**src/hw/rtl/laplacian_sharpen_3x3_core_assert.svh**
```systemverilog
`ifndef LAPLACIAN_SHARPEN_3X3_CORE_ASSERT_SVH
`define LAPLACIAN_SHARPEN_3X3_CORE_ASSERT_SVH

// Property that must hold at every clock edge outside reset.
`define LSH_ASSERT_HOLDS(label, clk, rstn, prop, msg) \
    label: assert property (@(posedge clk) disable iff (!rstn) (prop)) else $error(msg);

// Consequence that must hold in the cycle after the antecedent.
`define LSH_ASSERT_NEXT(label, clk, rstn, ante, cons, msg) \
    label: assert property (@(posedge clk) disable iff (!rstn) (ante) |=> (cons)) else $error(msg);

`endif

```
**src/hw/rtl/lsh_pkg.sv**
```systemverilog
package lsh_pkg;

    localparam int PIX_W      = 8;
    localparam int FW_W       = 12;
    localparam int FH_W       = 16;
    localparam int GAIN_W     = 10;
    localparam int ROW_W      = 17;
    localparam int CFG_IDX_W  = 2;
    localparam int CFG_DATA_W = 16;

    localparam int OUTQ_DEPTH = 8;
    localparam int OUTQ_AW    = 3;
    localparam int PEND_W     = 4;

    localparam int FRAC_BITS  = 8;
    localparam int COEF_W     = 12;
    localparam int PROD_W     = 20;
    localparam int NSUM_W     = 11;
    localparam int ACC_W      = 22;
    localparam int K4_Q8      = 4 * 256;
    localparam int K8_Q8      = 8 * 256;
    localparam int ROUND_HALF = 128;
    localparam int PIX_MAX    = 255;

    localparam int TAPS   = 9;
    localparam int TAP_UL = 0;
    localparam int TAP_UP = 1;
    localparam int TAP_UR = 2;
    localparam int TAP_LF = 3;
    localparam int TAP_C  = 4;
    localparam int TAP_RT = 5;
    localparam int TAP_DL = 6;
    localparam int TAP_DN = 7;
    localparam int TAP_DR = 8;

    localparam logic [FW_W-1:0]   FW_RESET   = 12'd640;
    localparam logic [FH_W-1:0]   FH_RESET   = 16'd480;
    localparam logic              DIAG_RESET = 1'b0;
    localparam logic [GAIN_W-1:0] GAIN_RESET = 10'd256;

    typedef enum logic [CFG_IDX_W-1:0] {
        REG_FRAME_WIDTH  = 2'd0,
        REG_FRAME_HEIGHT = 2'd1,
        REG_USE_DIAG     = 2'd2,
        REG_GAIN         = 2'd3
    } cfg_reg_t;

    typedef struct packed {
        logic has_res;
        logic last;
        logic up_ok;
        logic dn_ok;
        logic lf_ok;
        logic rt_ok;
    } lsh_ctrl_t;

endpackage

```
**src/hw/rtl/lsh_outq.sv**
```systemverilog
module lsh_outq #(
    parameter int CHANNELS = 3
) (
    input  logic                                aclk,
    input  logic                                aresetn,
    input  logic                                push,
    input  logic [lsh_pkg::PIX_W-1:0]           lane_res [CHANNELS],
    input  logic                                push_last,
    output logic                                m_tvalid,
    input  logic                                m_tready,
    output logic [lsh_pkg::PIX_W*CHANNELS-1:0]  m_tdata,
    output logic                                m_tlast
);
    import lsh_pkg::*;

    localparam int PW = PIX_W * CHANNELS;

    logic [PW:0]        q_reg [OUTQ_DEPTH];
    logic [OUTQ_AW-1:0] wr_ptr_reg;
    logic [OUTQ_AW-1:0] rd_ptr_reg;
    logic [OUTQ_AW:0]   count_reg;
    logic [OUTQ_AW:0]   count_next;
    logic [PW-1:0]      merged;
    logic               pop;

    always_comb begin
        merged = '0;
        for (int k = 0; k < CHANNELS; k++) begin
            merged[k*PIX_W +: PIX_W] = lane_res[k];
        end
    end

    assign pop        = m_tvalid && m_tready;
    assign count_next = count_reg + (OUTQ_AW+1)'(push) - (OUTQ_AW+1)'(pop);

    always_ff @(posedge aclk) begin
        if (push) begin
            q_reg[wr_ptr_reg] <= {push_last, merged};
        end
    end

    always_ff @(posedge aclk) begin
        if (!aresetn) begin
            wr_ptr_reg <= '0;
            rd_ptr_reg <= '0;
            count_reg  <= '0;
        end else begin
            if (push) wr_ptr_reg <= wr_ptr_reg + OUTQ_AW'(1);
            if (pop)  rd_ptr_reg <= rd_ptr_reg + OUTQ_AW'(1);
            count_reg <= count_next;
        end
    end

    assign m_tvalid = (count_reg != '0);
    assign m_tdata  = q_reg[rd_ptr_reg][PW-1:0];
    assign m_tlast  = q_reg[rd_ptr_reg][PW];

endmodule

```
**config.mk**
```make
export PLATFORM = sky130hd
export DESIGN_NAME = lsh_outq
export DESIGN_NICKNAME = d
export VERILOG_FILES = /design/src/hw/rtl/laplacian_sharpen_3x3_core_assert.svh /design/src/hw/rtl/lsh_pkg.sv /design/src/hw/rtl/lsh_outq.sv
export SDC_FILE = /design/constraint.sdc
export NUM_CORES = 1
export LEC_CHECK = 0
export BUFFER_PORTS_ARGS = -buffer_cell sky130_fd_sc_hd__buf_4
export CORE_ASPECT_RATIO = 1.1
export CORE_MARGIN = 3
export CORE_UTILIZATION = 47
export DETAILED_ROUTE_END_ITERATION = 7
export PLACE_DENSITY = 0.67
export SLEW_MARGIN = 20
export SYNTH_ARGS = -nofsm -noshare
export SYNTH_HDL_FRONTEND = slang
export SYNTH_SLANG_ARGS = --single-unit
```
**constraint.sdc**
```tcl
create_clock -name aclk -period 7.1 [get_ports aclk]
set_input_delay 0.355 -clock aclk [delete_from_list [all_inputs] [get_ports aclk]]
set_output_delay 0.355 -clock aclk [all_outputs]
set_load 0.005 [all_outputs]
```
==> reports/results.txt <==
number of antenna violations at the first check in global routing - 0
most frequent cell after synthesis - edfxtp_1
largest cells by area after synthesis - edfxtp_1, mux4_1, mux2_2
number of cells produced by synthesis - 362
Register-to-Register Path Depth - 9
Power per Cell Area - 301 nW/um2
IO Port Bufs - 54
met3 usage - 2.84%
Clock Tree Buf Depth - 3
die footprint - 19400 um2
Reg2Reg Launch Point - count_reg[2]
clock skew - 0.0158 ns
Num CTS Buffers - 21
drt initial violations - 179
area share of the largest cell type after synthesis - 71.7%
final setup violating endpoints - 0
Inserted Diodes - 0
destination of the worst hold path - q_reg[4][13]
layout cells sized above 1 - 28.4%
number of instances resized during post-cts repair - 0
width of the chip - 133 um
Post-synth EDFFs - 200
met1 track utilization from global routing - 22.1%
critical path capture point type - output port
setup slack of the critical path after layout - 3.96 ns
Clock Pin Slew Worst Setup and Hold Paths - 0.06 ns
DIE HEIGHT - 146 um
final hold vios - 0
pre-CTS setup slack - 4.44 ns
unrepaired setup endpoints after global routing - no
wire length of the first global-routing pass - 23.2 mm
headroom to the max-slew limit - 56.8%
critical path's slowest cell - mux4_1
final weighted congestion in routability-driven placement - 0.706
DRT Wirelength - 14.7 mm
max reg flops - 200
Arr. time, crit path - 2.78 ns
clock tree sinks - 213
maximum number of pins on one net before global-route repair - 51
commonest cells in the netlist - edfxtp_1, mux4_1, mux2_2, dfxtp_1
post-layout net count - 469
CTS tree - built
global-route track usage on met2 - 25.4%
result of the run - complete, no violations
buffer type at the clock tree root - clkbuf_16
peak ir drop on the vdd network - 0.180 mV
detailed-route via count - 3669
gr usage total - 15.6%
detail-routed via count per cell - 5.39
critical setup path kind - flip-flop to output port
endpoint required time on the critical path - 6.74 ns
Unique masters post-synth - 24
count of hold-fix buffers inserted at cts - 0
DR pass1 iterations - 4
achievable frequency - 319 MHz
detailed-placement wirelength estimate - 8.04 mm
PnR Total Power - 2.92 mW
final routed DRC violation total - 0
synthesized netlist net count - 398
CP max stage delay - 0.64 ns
non-filler instance count after layout - 681
element type at the critical path start - flip-flop
total of flip-flops plus latches after synthesis - 213
final-layout setup total negative slack - 0 ns
startpoint of the lowest-slack hold path - lane_res[13]
ports placed on the boundary - 55
Most used DFF post-synth - edfxtp_1
number of placed instances with taps included - 644
yosys warns - 0
period utilisation layout - 44.2%
worst hold path type - primary input to flip-flop
starting density of the core - 48.5%
mean post-synth cell area - 23.1 um2
via count of the first global-routing pass - 3954
reg-to-reg endpoint - count_reg[1]
Static Leakage - 3.27 nW
layout overhead on the synthesized area - 16.1%
clock network latency to the later pin of the worst-skew pair - 0.49 ns
fraction of the yosys area taken by sequential cells - 74.9%
flop-to-flop setup slack - 4.81 ns
CP cell instances - buf_4, mux4_1, mux2_2, buf_4
remaining global-route overflow - 0
min cycle time layout - 3.14 ns
Post-Syn Area - 8370 um2
critical path peak fanout - 38
Detail Route Antenna Nets - 0
actual transition at the worst max-transition pin - 0.648 ns
number of placement rows - 50
routed wire length per instance - 21.6 um
ys async rst share - 0%
cell type contributing the most total cell area after synthesis - edfxtp_1
final number of max-transition violations - 0
count of cells along the worst hold path - 1
Crit path top cell by count - buf_4
number of max-cap violations - 0
number of setup buffers added after CTS - 0
placeable core region - 17300 um2
busiest layer in global routing - met2
number of levels the H-tree was split into - 1
## cell families (layout without fill, tap and decap cells)
logic type	Yosys count	count (layout)	synth area share [%]
buffers and inverters	20	105	1.43
multiplexers	84	84	20.1
AND/OR/NAND/NOR	33	33	1.97
XOR/XNOR	3	3	0.314
flip-flops	213	213	74.9
adder cells (fa/ha/maj)	7	7	1.14
AO/OA/AOI/OAI	2	2	0.149
## report_power, final
part	switching, mW	total [mW]	internal [mW]
Combinational	0.187	0.438	0.251
Clock	0.423	1.04	0.615
Sequential	0.0262	1.45	1.42
## how the worst max path moves through the flow
stage,startpoint,endpoint,cells past startpoint
floorplan,wr_ptr_reg[2],q_reg[0][0],2
global placement,flip-flop,m_tdata[9],4
detailed placement,flip-flop,m_tdata[19],4
CTS,flip-flop,m_tdata[19],4
global route,flip-flop,m_tdata[19],4
finish,flip-flop,m_tdata[19],4
## cells in the final DEF (no fill, tap or decap)
cell type,count
nand3_1,1
nand2b_1,6
clkbuf_1,5
and2_1,4
or2_2,1
fa_1,1
dfxtp_4,1
edfxtp_1,200
nor2_1,1
xnor2_1,2
dfxtp_2,1
inv_1,4
xor2_1,1
buf_4,64
a21o_1,1
mux2_2,25
a21oi_1,1
ha_1,6
dfxtp_1,11
clkinv_2,2
mux2i_1,9
nor2b_1,2
nand2_1,9
mux4_1,50
clkbuf_16,21
bufinv_16,2
clkinv_1,6
nor2_2,6
nor3_2,2
or3b_2,1
inv_6,1
## per-layer routing
| layer | vias up | part of all wire, % | wire (um) |
|---|---|---|---|
| met3 | 19 | 4.7 | 686 |
| met4 | 0 | 1.6 | 230 |
| li1 | 1679 | - | - |
| met5 | - | 0 | 0 |
| met2 | 73 | 50 | 7380 |
| met1 | 1898 | 44 | 6390 |
## area by class of cell
| class | count | area [um2] |
|---|---|---|
| Clock buffer | 26 | 544 |
| Clock inverter | 11 | 101 |
| Fill cell | 1295 | 7550 |
| Inverter | 4 | 15.0 |
| Multi-Input combinational cell | 129 | 2010 |
| Sequential cell | 213 | 6270 |
| Tap cell | 234 | 293 |
| Timing Repair Buffer | 64 | 480 |
## critical path: cells and delay by family, from the launching register on
| family | cells | cell delay, ns |
|---|---|---|
| buffers and inverters | 2 | 0.74 |
| DFF | 1 | 0.57 |
| muxes | 2 | 0.95 |
## per-stage QoR
step | util, % | hold slack [ns] | cell area, um2
5_1_grt | 56.3 | 0.0853 | 9710
2_1_floorplan | - | 0.454 | 8370
4_1_cts | 56.3 | 0.0744 | 9710
3_3_place_gp | 52.5 | 0.455 | 9070
6_report | 56.3 | 0.0931 | 9710
3_5_place_dp | 52.5 | 0.488 | 9070
Power figures use the tool's default switching activity.
