$ cat src/hw/rtl/laplacian_sharpen_3x3_core_assert.svh
`ifndef LAPLACIAN_SHARPEN_3X3_CORE_ASSERT_SVH
`define LAPLACIAN_SHARPEN_3X3_CORE_ASSERT_SVH

// Property that must hold at every clock edge outside reset.
`define LSH_ASSERT_HOLDS(label, clk, rstn, prop, msg) \
    label: assert property (@(posedge clk) disable iff (!rstn) (prop)) else $error(msg);

// Consequence that must hold in the cycle after the antecedent.
`define LSH_ASSERT_NEXT(label, clk, rstn, ante, cons, msg) \
    label: assert property (@(posedge clk) disable iff (!rstn) (ante) |=> (cons)) else $error(msg);

`endif

$ cat src/hw/rtl/lsh_pkg.sv
package lsh_pkg;

    localparam int PIX_W      = 8;
    localparam int FW_W       = 12;
    localparam int FH_W       = 16;
    localparam int GAIN_W     = 10;
    localparam int ROW_W      = 17;
    localparam int CFG_IDX_W  = 2;
    localparam int CFG_DATA_W = 16;

    localparam int OUTQ_DEPTH = 8;
    localparam int OUTQ_AW    = 3;
    localparam int PEND_W     = 4;

    localparam int FRAC_BITS  = 8;
    localparam int COEF_W     = 12;
    localparam int PROD_W     = 20;
    localparam int NSUM_W     = 11;
    localparam int ACC_W      = 22;
    localparam int K4_Q8      = 4 * 256;
    localparam int K8_Q8      = 8 * 256;
    localparam int ROUND_HALF = 128;
    localparam int PIX_MAX    = 255;

    localparam int TAPS   = 9;
    localparam int TAP_UL = 0;
    localparam int TAP_UP = 1;
    localparam int TAP_UR = 2;
    localparam int TAP_LF = 3;
    localparam int TAP_C  = 4;
    localparam int TAP_RT = 5;
    localparam int TAP_DL = 6;
    localparam int TAP_DN = 7;
    localparam int TAP_DR = 8;

    localparam logic [FW_W-1:0]   FW_RESET   = 12'd640;
    localparam logic [FH_W-1:0]   FH_RESET   = 16'd480;
    localparam logic              DIAG_RESET = 1'b0;
    localparam logic [GAIN_W-1:0] GAIN_RESET = 10'd256;

    typedef enum logic [CFG_IDX_W-1:0] {
        REG_FRAME_WIDTH  = 2'd0,
        REG_FRAME_HEIGHT = 2'd1,
        REG_USE_DIAG     = 2'd2,
        REG_GAIN         = 2'd3
    } cfg_reg_t;

    typedef struct packed {
        logic has_res;
        logic last;
        logic up_ok;
        logic dn_ok;
        logic lf_ok;
        logic rt_ok;
    } lsh_ctrl_t;

endpackage

$ cat src/hw/rtl/lsh_lane.sv
module lsh_lane (
    input  logic                        aclk,
    input  logic [lsh_pkg::PIX_W-1:0]   taps [lsh_pkg::TAPS],
    input  lsh_pkg::lsh_ctrl_t          ctrl,
    input  logic                        diag,
    input  logic [lsh_pkg::GAIN_W-1:0]  gain,
    output logic [lsh_pkg::PIX_W-1:0]   result
);
    import lsh_pkg::*;

    logic [NSUM_W-1:0]       nsum;
    logic [COEF_W-1:0]       coef;
    logic [PROD_W-1:0]       prod;
    logic [NSUM_W-1:0]       nsum_reg;
    logic [PROD_W-1:0]       prod_reg;
    logic signed [ACC_W-1:0] acc;
    logic signed [ACC_W-1:0] scaled;
    logic [PIX_W-1:0]        result_next;
    logic [PIX_W-1:0]        result_reg;

    always_comb begin
        nsum = '0;
        if (ctrl.up_ok) nsum = nsum + NSUM_W'(taps[TAP_UP]);
        if (ctrl.dn_ok) nsum = nsum + NSUM_W'(taps[TAP_DN]);
        if (ctrl.lf_ok) nsum = nsum + NSUM_W'(taps[TAP_LF]);
        if (ctrl.rt_ok) nsum = nsum + NSUM_W'(taps[TAP_RT]);
        if (diag && ctrl.up_ok && ctrl.lf_ok) nsum = nsum + NSUM_W'(taps[TAP_UL]);
        if (diag && ctrl.up_ok && ctrl.rt_ok) nsum = nsum + NSUM_W'(taps[TAP_UR]);
        if (diag && ctrl.dn_ok && ctrl.lf_ok) nsum = nsum + NSUM_W'(taps[TAP_DL]);
        if (diag && ctrl.dn_ok && ctrl.rt_ok) nsum = nsum + NSUM_W'(taps[TAP_DR]);
    end

    assign coef = COEF_W'(gain) + (diag ? COEF_W'(K8_Q8) : COEF_W'(K4_Q8));
    assign prod = PROD_W'(coef) * PROD_W'(taps[TAP_C]);

    always_ff @(posedge aclk) begin
        nsum_reg <= nsum;
        prod_reg <= prod;
    end

    // Arithmetic shift floors, so adding one half first rounds half up.
    always_comb begin
        acc    = $signed({2'b00, prod_reg}) - $signed({3'b000, nsum_reg, 8'h00});
        scaled = (acc + ACC_W'(ROUND_HALF)) >>> FRAC_BITS;
        if (scaled < 0) begin
            result_next = '0;
        end else if (scaled > ACC_W'(PIX_MAX)) begin
            result_next = PIX_W'(PIX_MAX);
        end else begin
            result_next = scaled[PIX_W-1:0];
        end
    end

    always_ff @(posedge aclk) begin
        result_reg <= result_next;
    end

    assign result = result_reg;

endmodule

$ cat config.mk
export PLATFORM = sky130hd
export DESIGN_NAME = lsh_lane
export DESIGN_NICKNAME = d
export VERILOG_FILES = /design/src/hw/rtl/laplacian_sharpen_3x3_core_assert.svh /design/src/hw/rtl/lsh_pkg.sv /design/src/hw/rtl/lsh_lane.sv
export SDC_FILE = /design/constraint.sdc
export NUM_CORES = 1
export LEC_CHECK = 0
export BUFFER_PORTS_ARGS = -buffer_cell sky130_fd_sc_hd__buf_4
export CAP_MARGIN = 20
export CORE_UTILIZATION = 41
export DETAILED_ROUTE_END_ITERATION = 10
export HOLD_SLACK_MARGIN = 0.03
export PLACE_DENSITY = 0.63
export SLEW_MARGIN = 20
export SYNTH_ARGS = -nofsm -noshare
export SYNTH_HDL_FRONTEND = slang
export SYNTH_SLANG_ARGS = --single-unit
$ cat constraint.sdc
create_clock -name aclk -period 11.1 [get_ports aclk]
set_input_delay 0 -clock aclk [delete_from_list [all_inputs] [get_ports aclk]]
set_output_delay 0 -clock aclk [all_outputs]
set_load 0.05 [all_outputs]
==> results of run 1 <==
[cells by family after synthesis]
kind of cell	count (synthesis)	synth area share, %
and+or+nand+nor	285	18.5
AOI/OAI and AO/OA	217	19.8
adders and majority gates	171	35.0
buffers and inverters	137	6.86
xor gates and xnor gates	54	6.66
DFF	32	8.50
muxes	31	4.55
other	1	0.0498
[layout make-up]
class / instances / area [sq um] / area share, %
timing repair buffer: 95 / 713 / 8.25
sequential: 32 / 641 / 7.41
tap: 229 / 287 / 3.32
inverter: 117 / 439 / 5.08
multi-input combinational: 760 / 6380 / 73.8
clock buffer: 7 / 153 / 1.77
clock inverter: 1 / 30.0 / 0.348
[power by group]
group | total (W) | switching [W] | internal (W)
Combinational | 0.00136 | 0.000757 | 0.000599
Sequential | 0.000198 | 0.0000178 | 0.000180
Clock | 0.000160 | 0.0000425 | 0.000118
[worst min-delay path by stage]
stage	from	endpoint	slack [ns]	depth (start not counted)
2_1_floorplan	taps[0]	nsum_reg[0]	0.25	2
3_3_place_gp	taps[0]	nsum_reg[0]	0.36	3
3_5_place_dp	taps[0]	nsum_reg[0]	0.36	3
4_1_cts	taps[0]	nsum_reg[0]	0.09	3
5_1_grt	taps[0]	nsum_reg[0]	0.11	3
6_report	taps[0]	nsum_reg[0]	0.09	3
[through the flow]
stage	area [sq um]	worst slack [ns]
floorplan	7540	3.44
global placement	8460	2.89
detailed placement	8460	2.84
CTS	8640	3.10
global route	8640	2.35
finish	8640	3.02
[layer usage]
layer  GRT usage, %  up-vias
li1               -     3331
met1           25.2     2983
met5              0        -
met3           1.29        8
met2           32.5      114
met4           1.95        0
[worst min-delay path, delay by kind of cell]
family / cells / cell delay [ns]
adder cells (fa/ha/maj): 1 / 0.11
buffers and inverters: 1 / 0.08
multiplexers: 1 / 0.13
[cell usage in the layout, fill, tap and decap left out, types with 4 or more instances in the layout]
master     instances
a211o_1            4
a211oi_1          14
a21o_1            21
a21oi_1           49
a31oi_1            7
and2_1            48
and3_1            10
buf_4             95
clkbuf_16          5
dfxtp_1           32
fa_1              67
ha_1             103
inv_1            116
mux2_2            22
mux2i_1            8
nand2_1           86
nand2b_1          15
nand3_1           12
nor2_1            65
nor2b_1           11
nor3_1            16
nor4_1             4
o21a_1            24
o21ai_0           48
o21bai_1           4
o22ai_1            4
o31a_1             5
or2_2              7
xnor2_1           41
xor2_1            10
==> impl_metrics.json, run 1 <==
{
  "rr_worst_depth": 14,
  "drt_pass1_iterations": 5,
  "cts_root_buffer": "clkbuf_16",
  "syn_area_sq_um": 7530,
  "grt_pass1_vias": 6046,
  "ys_ff_latch": 32,
  "yosys.area.top_type": "fa_1",
  "antenna_found_initial": 0,
  "start_util_pct": 41.9,
  "seq_area_frac_synth_pct": 8.50,
  "cts_buffer_depth": 2,
  "cts_setup_buffers": 0,
  "final-hold-violation-count": 0,
  "clkTransAtPathRegs_ns": 0.05,
  "clk_latency_ns": 0.27,
  "cts_sinks": 32,
  "syn_to_final_growth_pct": 14.7,
  "rsz0062_at_grt": "false",
  "cap_violations": 0,
  "cts_tree": "built",
  "power.total_w": 0.00171,
  "slew_violations": 0,
  "nets": 1271,
  "p_leak_nw": 4.17,
  "power.density_cell_area_nw_per_um2": 198,
  "hold_ws_ns": 0.0885,
  "path_depth": 44,
  "htreeDepth": 2,
  "period_minus_slack_ns": 8.08,
  "async_flop_share_pct": 0,
  "cp.required_ns": 11.25,
  "die_y_um": 138,
  "ff2ff_setup_slack_ns": 7.58,
  "ys_top_cells_by_count": "inv_1 (116), ha_1 (103), nand2_1 (86)",
  "fin_skew_ns": 0.00271,
  "hp-class": "in2reg",
  "crit_slowest_cell": "fa_1",
  "critPathMaxStageDelay_ns": 0.41,
  "synth_cell_types": 67,
  "core_sq_um": 18000,
  "portBuffers": 95,
  "ctsResizeCount": 0,
  "grt_first_pass_wirelength_um": 28100,
  "die-width_um": 138,
  "cp_num_buf_inv": 3,
  "post-synth-top-count-cell": "inv_1",
  "crit_path_end_kind": "register",
  "dieArea_sq_um": 18900,
  "synth_warnings": 0,
  "grt_max_degree": 22,
  "vias": 6436,
  "slew_headroom_pct": 46.6,
  "diodes": 0,
  "status": "completed",
  "largest_reg_flops": 13,
  "vias_per_cell": 5.19,
  "cts_made_buffers": 5,
  "drt_iter0_drc": 292,
  "worstSetupStartpoint": "ctrl[3]",
  "postCtsHoldBufs": 0,
  "dp_cells": 1233,
  "setup_viol": 0,
  "max-vdd-ir-drop_v": 0.0000944,
  "std_cell_rows": 49,
  "fmax_mhz": 124,
  "period_share_pct": 72.8,
  "top_layer_used": "met4",
  "grt_overflow": 0,
  "hpwl_um": 14200,
  "synth_edf_count": 0,
  "io_pins": 98,
  "fin_util_pct": 48.1,
  "worstMarginPinSlew_ns": 0.795,
  "dr_wl_met3_um": 578,
  "cp-endpoint": "nsum_reg[10]",
  "drt_wl_total_um": 16800,
  "drc": 0,
  "avgSynthCellArea_sq_um": 8.12,
  "arrival_ns": 8.23,
  "setup_tns_ns": 0,
  "met2_length_um": 7950,
  "ant_nets": 0,
  "r2r_start": "prod_reg[8]",
  "wl_met1_um": 8180,
  "critPathLaunchType": "primary input",
  "syn-instance-count": 928,
  "post_drt_wl_per_cell_um": 13.5,
  "grt_use_total_pct": 18.4,
  "timing.rr.end": "result[4]",
  "finalNonFillerCells": 1241,
  "synth_top_area_share_pct": 17.8,
  "synth_area_leaders": "fa_1 (18%), ha_1 (17%), dfxtp_1 (8.5%), inv_1 (5.8%), xnor2_1 (4.8%)",
  "worstSetupPathType": "in2reg",
  "fillers": 1798,
  "drive_above_1_share_pct": 14.9,
  "cp_top_family": "compound AO/OA/AOI/OAI gates",
  "crit_fanout": 12,
  "place_congestion": 0.859,
  "synth_flop_cell": "dfxtp_1"
}
No activity file was read; power rests on OpenSTA's default activity.
==> run 2: changes to the inputs <==
--- a/config.mk
+++ b/config.mk
@@ -10,7 +10,7 @@
 export CORE_UTILIZATION = 41
 export DETAILED_ROUTE_END_ITERATION = 10
 export HOLD_SLACK_MARGIN = 0.03
-export PLACE_DENSITY = 0.63
+export PLACE_DENSITY = 0.65
 export SLEW_MARGIN = 20
 export SYNTH_ARGS = -nofsm -noshare
 export SYNTH_HDL_FRONTEND = slang
==> constraint.sdc (replaced) <==
create_clock -name aclk -period 6.55 [get_ports aclk]
set_input_delay 0 -clock aclk [delete_from_list [all_inputs] [get_ports aclk]]
set_output_delay 0 -clock aclk [all_outputs]
set_load 0.05 [all_outputs]
==> run 2 against run 1 <==
The flow now finishes with violations (negative setup slack). Final cell count grew 13%. Wire length rose by 16%. Register-to-register slack lost 4.5 ns. Global-route usage grew 2.7 points. Largest cell class unchanged. Highest routed layer unchanged.
==> impl_metrics.json, run 2 (synthesized netlist as in run 1, its figures left out) <==
{
  "status": "finished, violations left",
  "violations": "negative setup slack",
  "crit_slowest_cell": "fa_2",
  "arrival_ns": 7.15,
  "postCtsHoldBufs": 0,
  "fin_skew_ns": 0.00568,
  "finalNonFillerCells": 1397,
  "worstSetupStartpoint": "ctrl[3]",
  "r2r_start": "prod_reg[8]",
  "hold_start": "taps[0]",
  "core_sq_um": 18000,
  "grt_pass1_vias": 6993,
  "syn_to_final_growth_pct": 39.0,
  "power.total_w": 0.00344,
  "fmax_mhz": 143,
  "dp_cells": 1359,
  "setup_viol": 2,
  "cp.required_ns": 6.70,
  "grt_first_pass_wirelength_um": 32200,
  "nets": 1427,
  "slew_violations": 0,
  "crit_path_end_kind": "register",
  "setup_slack_ns": -0.444,
  "final-hold-violation-count": 0,
  "io_pins": 98,
  "layout_commonest_cell": "buf_4",
  "p_clk_share_pct": 6.5,
  "grt_use_total_pct": 21.1,
  "period_share_pct": 107,
  "rr_worst_depth": 14,
  "p_int_w": 0.00186,
  "final_cell_mix": "buf_4 (249), inv_1 (113), nand2_1 (84)",
  "pwr-share-seq_pct": 9.8,
  "max-vdd-ir-drop_v": 0.000166,
  "critPathMaxStageDelay_ns": 0.37,
  "grt_overflow": 0,
  "p_sw_share_pct": 45.9,
  "largest_reg_flops": 13,
  "cts_sinks": 32,
  "cts_root_buffer": "clkbuf_16",
  "cts_buffer_depth": 2,
  "drt_iter0_drc": 272,
  "vias_per_cell": 5.07,
  "die-width_um": 138,
  "rsz0062_at_grt": "true",
  "diodes": 0,
  "start_util_pct": 41.9,
  "power.density_cell_area_nw_per_um2": 329,
  "crit_fanout": 5,
  "crit_top_cell": "ha_4",
  "p_leak_nw": 4.97,
  "hpwl_um": 15800,
  "comb_power_share_pct": 83.7,
  "grt_max_degree": 22,
  "critPathLaunchType": "primary input",
  "drive_above_1_share_pct": 34.3,
  "cts_made_buffers": 5,
  "portBuffers": 95,
  "power_switching_w": 0.00158,
  "die_y_um": 138,
  "slew_headroom_pct": 51.4,
  "place_congestion": 0.833,
  "drt_pass1_iterations": 4,
  "worstMarginPinSlew_ns": 0.724,
  "htreeDepth": 2,
  "clk_latency_ns": 0.27,
  "post_drt_wl_per_cell_um": 14.0,
  "worstSetupPathType": "in2reg",
  "hp-class": "in2reg",
  "antenna_found_initial": 0,
  "std_cell_rows": 49,
  "ant_nets": 0,
  "cap_violations": 0,
  "vias": 7083,
  "clkTransAtPathRegs_ns": 0.05,
  "drt_wl_total_um": 19500,
  "drc": 0,
  "dieArea_sq_um": 18900,
  "cts_tree": "built",
  "hold_path_depth": 3,
  "hold_ws_ns": 0.156,
  "period_minus_slack_ns": 6.99
}
-- run 2: changes by cell type in the layout (fill, tap and decap cells not counted), sizes merged --
cell    change
buf       +156
bufinv      -1
clkbuf      +1
-- run 2: critical path, delay by kind of cell --
family / cells / cell delay (ns)
buffers and inverters: 3 / 0.24
and+or+nand+nor: 4 / 0.63
muxes: 4 / 1.12
adders and majority gates: 8 / 2.15
AOI/OAI and AO/OA: 19 / 2.63
xor gates and xnor gates: 3 / 0.35
-- run 2: final timing paths --
path             endpoint  slack [ns]
max          nsum_reg[10]       -0.44
max reg2reg     result[0]        3.09
min           nsum_reg[0]        0.16
min reg2reg     result[2]        0.63
-- run 2: repair_timing --
item / in CTS / in global routing
endpoints found under the setup margin: 5 / 6
pin swaps: 45 / 42
buffers inserted: 17 / 13
resized for setup: 46 / 42
-- run 2: power groups by stage --
stage | clock, W | sequential, W | combinational [W]
floorplan | 0 | 0.000417 | 0.00183
global placement | 0 | 0.000339 | 0.00258
detailed placement | 0 | 0.000342 | 0.00263
CTS | 0.000229 | 0.000339 | 0.00279
global route | 0.000237 | 0.000347 | 0.00323
finish | 0.000224 | 0.000337 | 0.00288
-- run 2: metrics by stage --
| stage | area [sq um] | TNS, ns | setup WS, ns | util [%] |
|---|---|---|---|---|
| floorplan | 7830 | -0.405 | -0.405 | - |
| global placement | 9670 | -2.15 | -0.787 | 53.8 |
| detailed placement | 9670 | -3.05 | -0.956 | 53.8 |
| CTS | 10200 | -0.524 | -0.426 | 56.8 |
| global route | 10500 | -2.39 | -0.851 | 58.3 |
| finish | 10500 | -0.587 | -0.444 | 58.3 |
-- run 2: layout make-up --
type | count | area, sq um
fill | 1606 | 7500
multi-input combinational | 760 | 7060
tap | 229 | 287
timing repair buffer | 251 | 1900
inverter | 117 | 439
sequential | 32 | 641
clock buffer | 8 | 146
-- run 2: metal layers --
metal	wire, um	up-vias	track usage [%]
met5	0	-	0
met1	9380	3308	28.8
met4	127	0	2.69
met2	9500	120	37.3
li1	-	3643	-
met3	535	12	1.40
==> run 3: changes to the inputs <==
--- a/config.mk
+++ b/config.mk
@@ -7,6 +7,7 @@
 export LEC_CHECK = 0
 export BUFFER_PORTS_ARGS = -buffer_cell sky130_fd_sc_hd__buf_4
 export CAP_MARGIN = 20
+export CORE_MARGIN = 2
 export CORE_UTILIZATION = 41
 export DETAILED_ROUTE_END_ITERATION = 10
 export HOLD_SLACK_MARGIN = 0.03
==> run 3 against run 2 <==
Final cell count rose by 0.57%. The run still ends with negative setup slack left. Sequential share of layout area barely moved. Critical path depth fell by 5. Hold slack got worse by 0.029 ns. Clock power barely moved.
==> impl_metrics.json, run 3 (synthesized netlist as in run 1, its figures left out) <==
{
  "cp_num_buf_inv": 5,
  "slew_headroom_pct": 47.8,
  "critPathMaxStageDelay_ns": 0.53,
  "clk_latency_ns": 0.27,
  "hold_path_depth": 3,
  "crit_top_cell": "fa_2",
  "core_sq_um": 18000,
  "cp_top_family": "adder cells",
  "crit_fanout": 5,
  "cts_made_buffers": 5,
  "nets": 1435,
  "fmax_mhz": 140,
  "cts_sinks": 32,
  "antenna_found_initial": 0,
  "finalNonFillerCells": 1405,
  "crit_path_end_kind": "register",
  "critPathLaunchType": "primary input",
  "drt_pass1_iterations": 6,
  "post_drt_wl_per_cell_um": 14.1,
  "rr_worst_depth": 14,
  "p_clk_share_pct": 6.5,
  "period_minus_slack_ns": 7.12,
  "start_util_pct": 41.8,
  "status": "finished, violations left",
  "worstMarginPinSlew_ns": 0.777,
  "vias": 7215,
  "setup_slack_ns": -0.573,
  "final_cell_mix": "buf_4 (255), inv_1 (112), nand2_1 (85)",
  "vias_per_cell": 5.14,
  "power_switching_w": 0.00158,
  "wl_met1_um": 8810,
  "fin_skew_ns": 0.00576,
  "dieArea_sq_um": 19500,
  "path_depth": 36,
  "grt_use_total_pct": 19.9,
  "seq_area_sq_um": 641,
  "grt_first_pass_wirelength_um": 32500,
  "cts_tree": "built",
  "pwr-share-seq_pct": 9.7,
  "final-hold-violation-count": 0,
  "power.density_cell_area_nw_per_um2": 328,
  "hp-class": "in2reg",
  "drive_above_1_share_pct": 34.6,
  "drt_iter0_drc": 231,
  "slew_violations": 0,
  "pre_cts_slack_ns": -0.833,
  "postCtsHoldBufs": 0,
  "layout_commonest_cell": "buf_4",
  "fillers": 1647,
  "place_congestion": 0.826,
  "hpwl_um": 16000,
  "multi_input_area_sq_um": 7060,
  "period_share_pct": 109,
  "worstSetupPathType": "in2reg",
  "drc": 0,
  "htreeDepth": 2,
  "io_pins": 98,
  "top_layer_used": "met4",
  "grt_overflow": 0,
  "grt_max_degree": 22,
  "cts_buffer_depth": 2,
  "die_y_um": 140,
  "dr_wl_met3_um": 713,
  "arrival_ns": 7.29,
  "comb_power_share_pct": 83.8,
  "largest_reg_flops": 13,
  "max-vdd-ir-drop_v": 0.000179,
  "rsz0062_at_grt": "true",
  "drt_wl_total_um": 19800,
  "die-width_um": 140,
  "crit_slowest_cell": "fa_2",
  "p_sw_share_pct": 45.5,
  "hold_ws_ns": 0.127,
  "diodes": 0,
  "cp.required_ns": 6.71,
  "p_int_w": 0.00188,
  "met2_length_um": 9820,
  "cap_violations": 0,
  "cts_root_buffer": "clkbuf_16",
  "setup_viol": 5,
  "dp_cells": 1365,
  "ant_nets": 0,
  "syn_to_final_growth_pct": 39.8,
  "clkTransAtPathRegs_ns": 0.05,
  "grt_pass1_vias": 7215,
  "std_cell_rows": 49,
  "portBuffers": 95,
  "violations": "negative setup slack",
  "p_leak_nw": 5.06
}
run 3: stage by stage:
stage / cell area [sq um] / TNS, ns / util, % / power, W
3_3_place_gp: 9720 / -1.97 / 53.9 / 0.00295
5_1_grt: 10500 / -2.93 / 58.4 / 0.00383
2_1_floorplan: 7830 / -0.405 / - / 0.00224
3_5_place_dp: 9720 / -2.51 / 53.9 / 0.00299
4_1_cts: 10100 / -0.555 / 56.3 / 0.00333
6_report: 10500 / -0.881 / 58.4 / 0.00346
run 3: area by class of cell:
class | instances | share of cell area (%)
Multi-Input combinational cell | 760 | 67.0
Inverter | 117 | 4.17
Tap cell | 229 | 2.72
Timing Repair Buffer | 259 | 18.6
Clock buffer | 8 | 1.39
Sequential cell | 32 | 6.08
run 3: worst min-delay path, delay by kind of cell:
kind	cells	cell delay [ns]
adder cells (fa/ha/maj)	1	0.12
buffers and inverters	1	0.09
multiplexers	1	0.15
run 3: what timing repair did:
action / in CTS / in global routing
hold endpoints to repair: 0 / 0
pin swaps: 31 / 35
buffers inserted: 16 / 16
endpoints found under the setup margin: 5 / 7
resized for setup: 32 / 58
run 3: path summary, 6_finish.rpt:
path / from / end / slack (ns)
max: ctrl[3] / nsum_reg[10] / -0.57
min: taps[0] / nsum_reg[0] / 0.13
max reg2reg: prod_reg[8] / result[4] / 3.06
min reg2reg: prod_reg[7] / result[0] / 0.64
run 3: power groups by stage:
stage               Clock [W]  Sequential, W  Combinational, W
floorplan                   0       0.000417           0.00183
global placement            0       0.000340           0.00261
detailed placement          0       0.000341           0.00265
CTS                  0.000227       0.000338           0.00277
global route         0.000236       0.000346           0.00325
finish               0.000224       0.000336           0.00290
run 3: routing by layer:
metal  global-route usage (%)  vias up
met5                        0        -
met4                     5.63        0
met3                     2.17       23
met2                     36.5      139
met1                     24.7     3393
li1                         -     3660
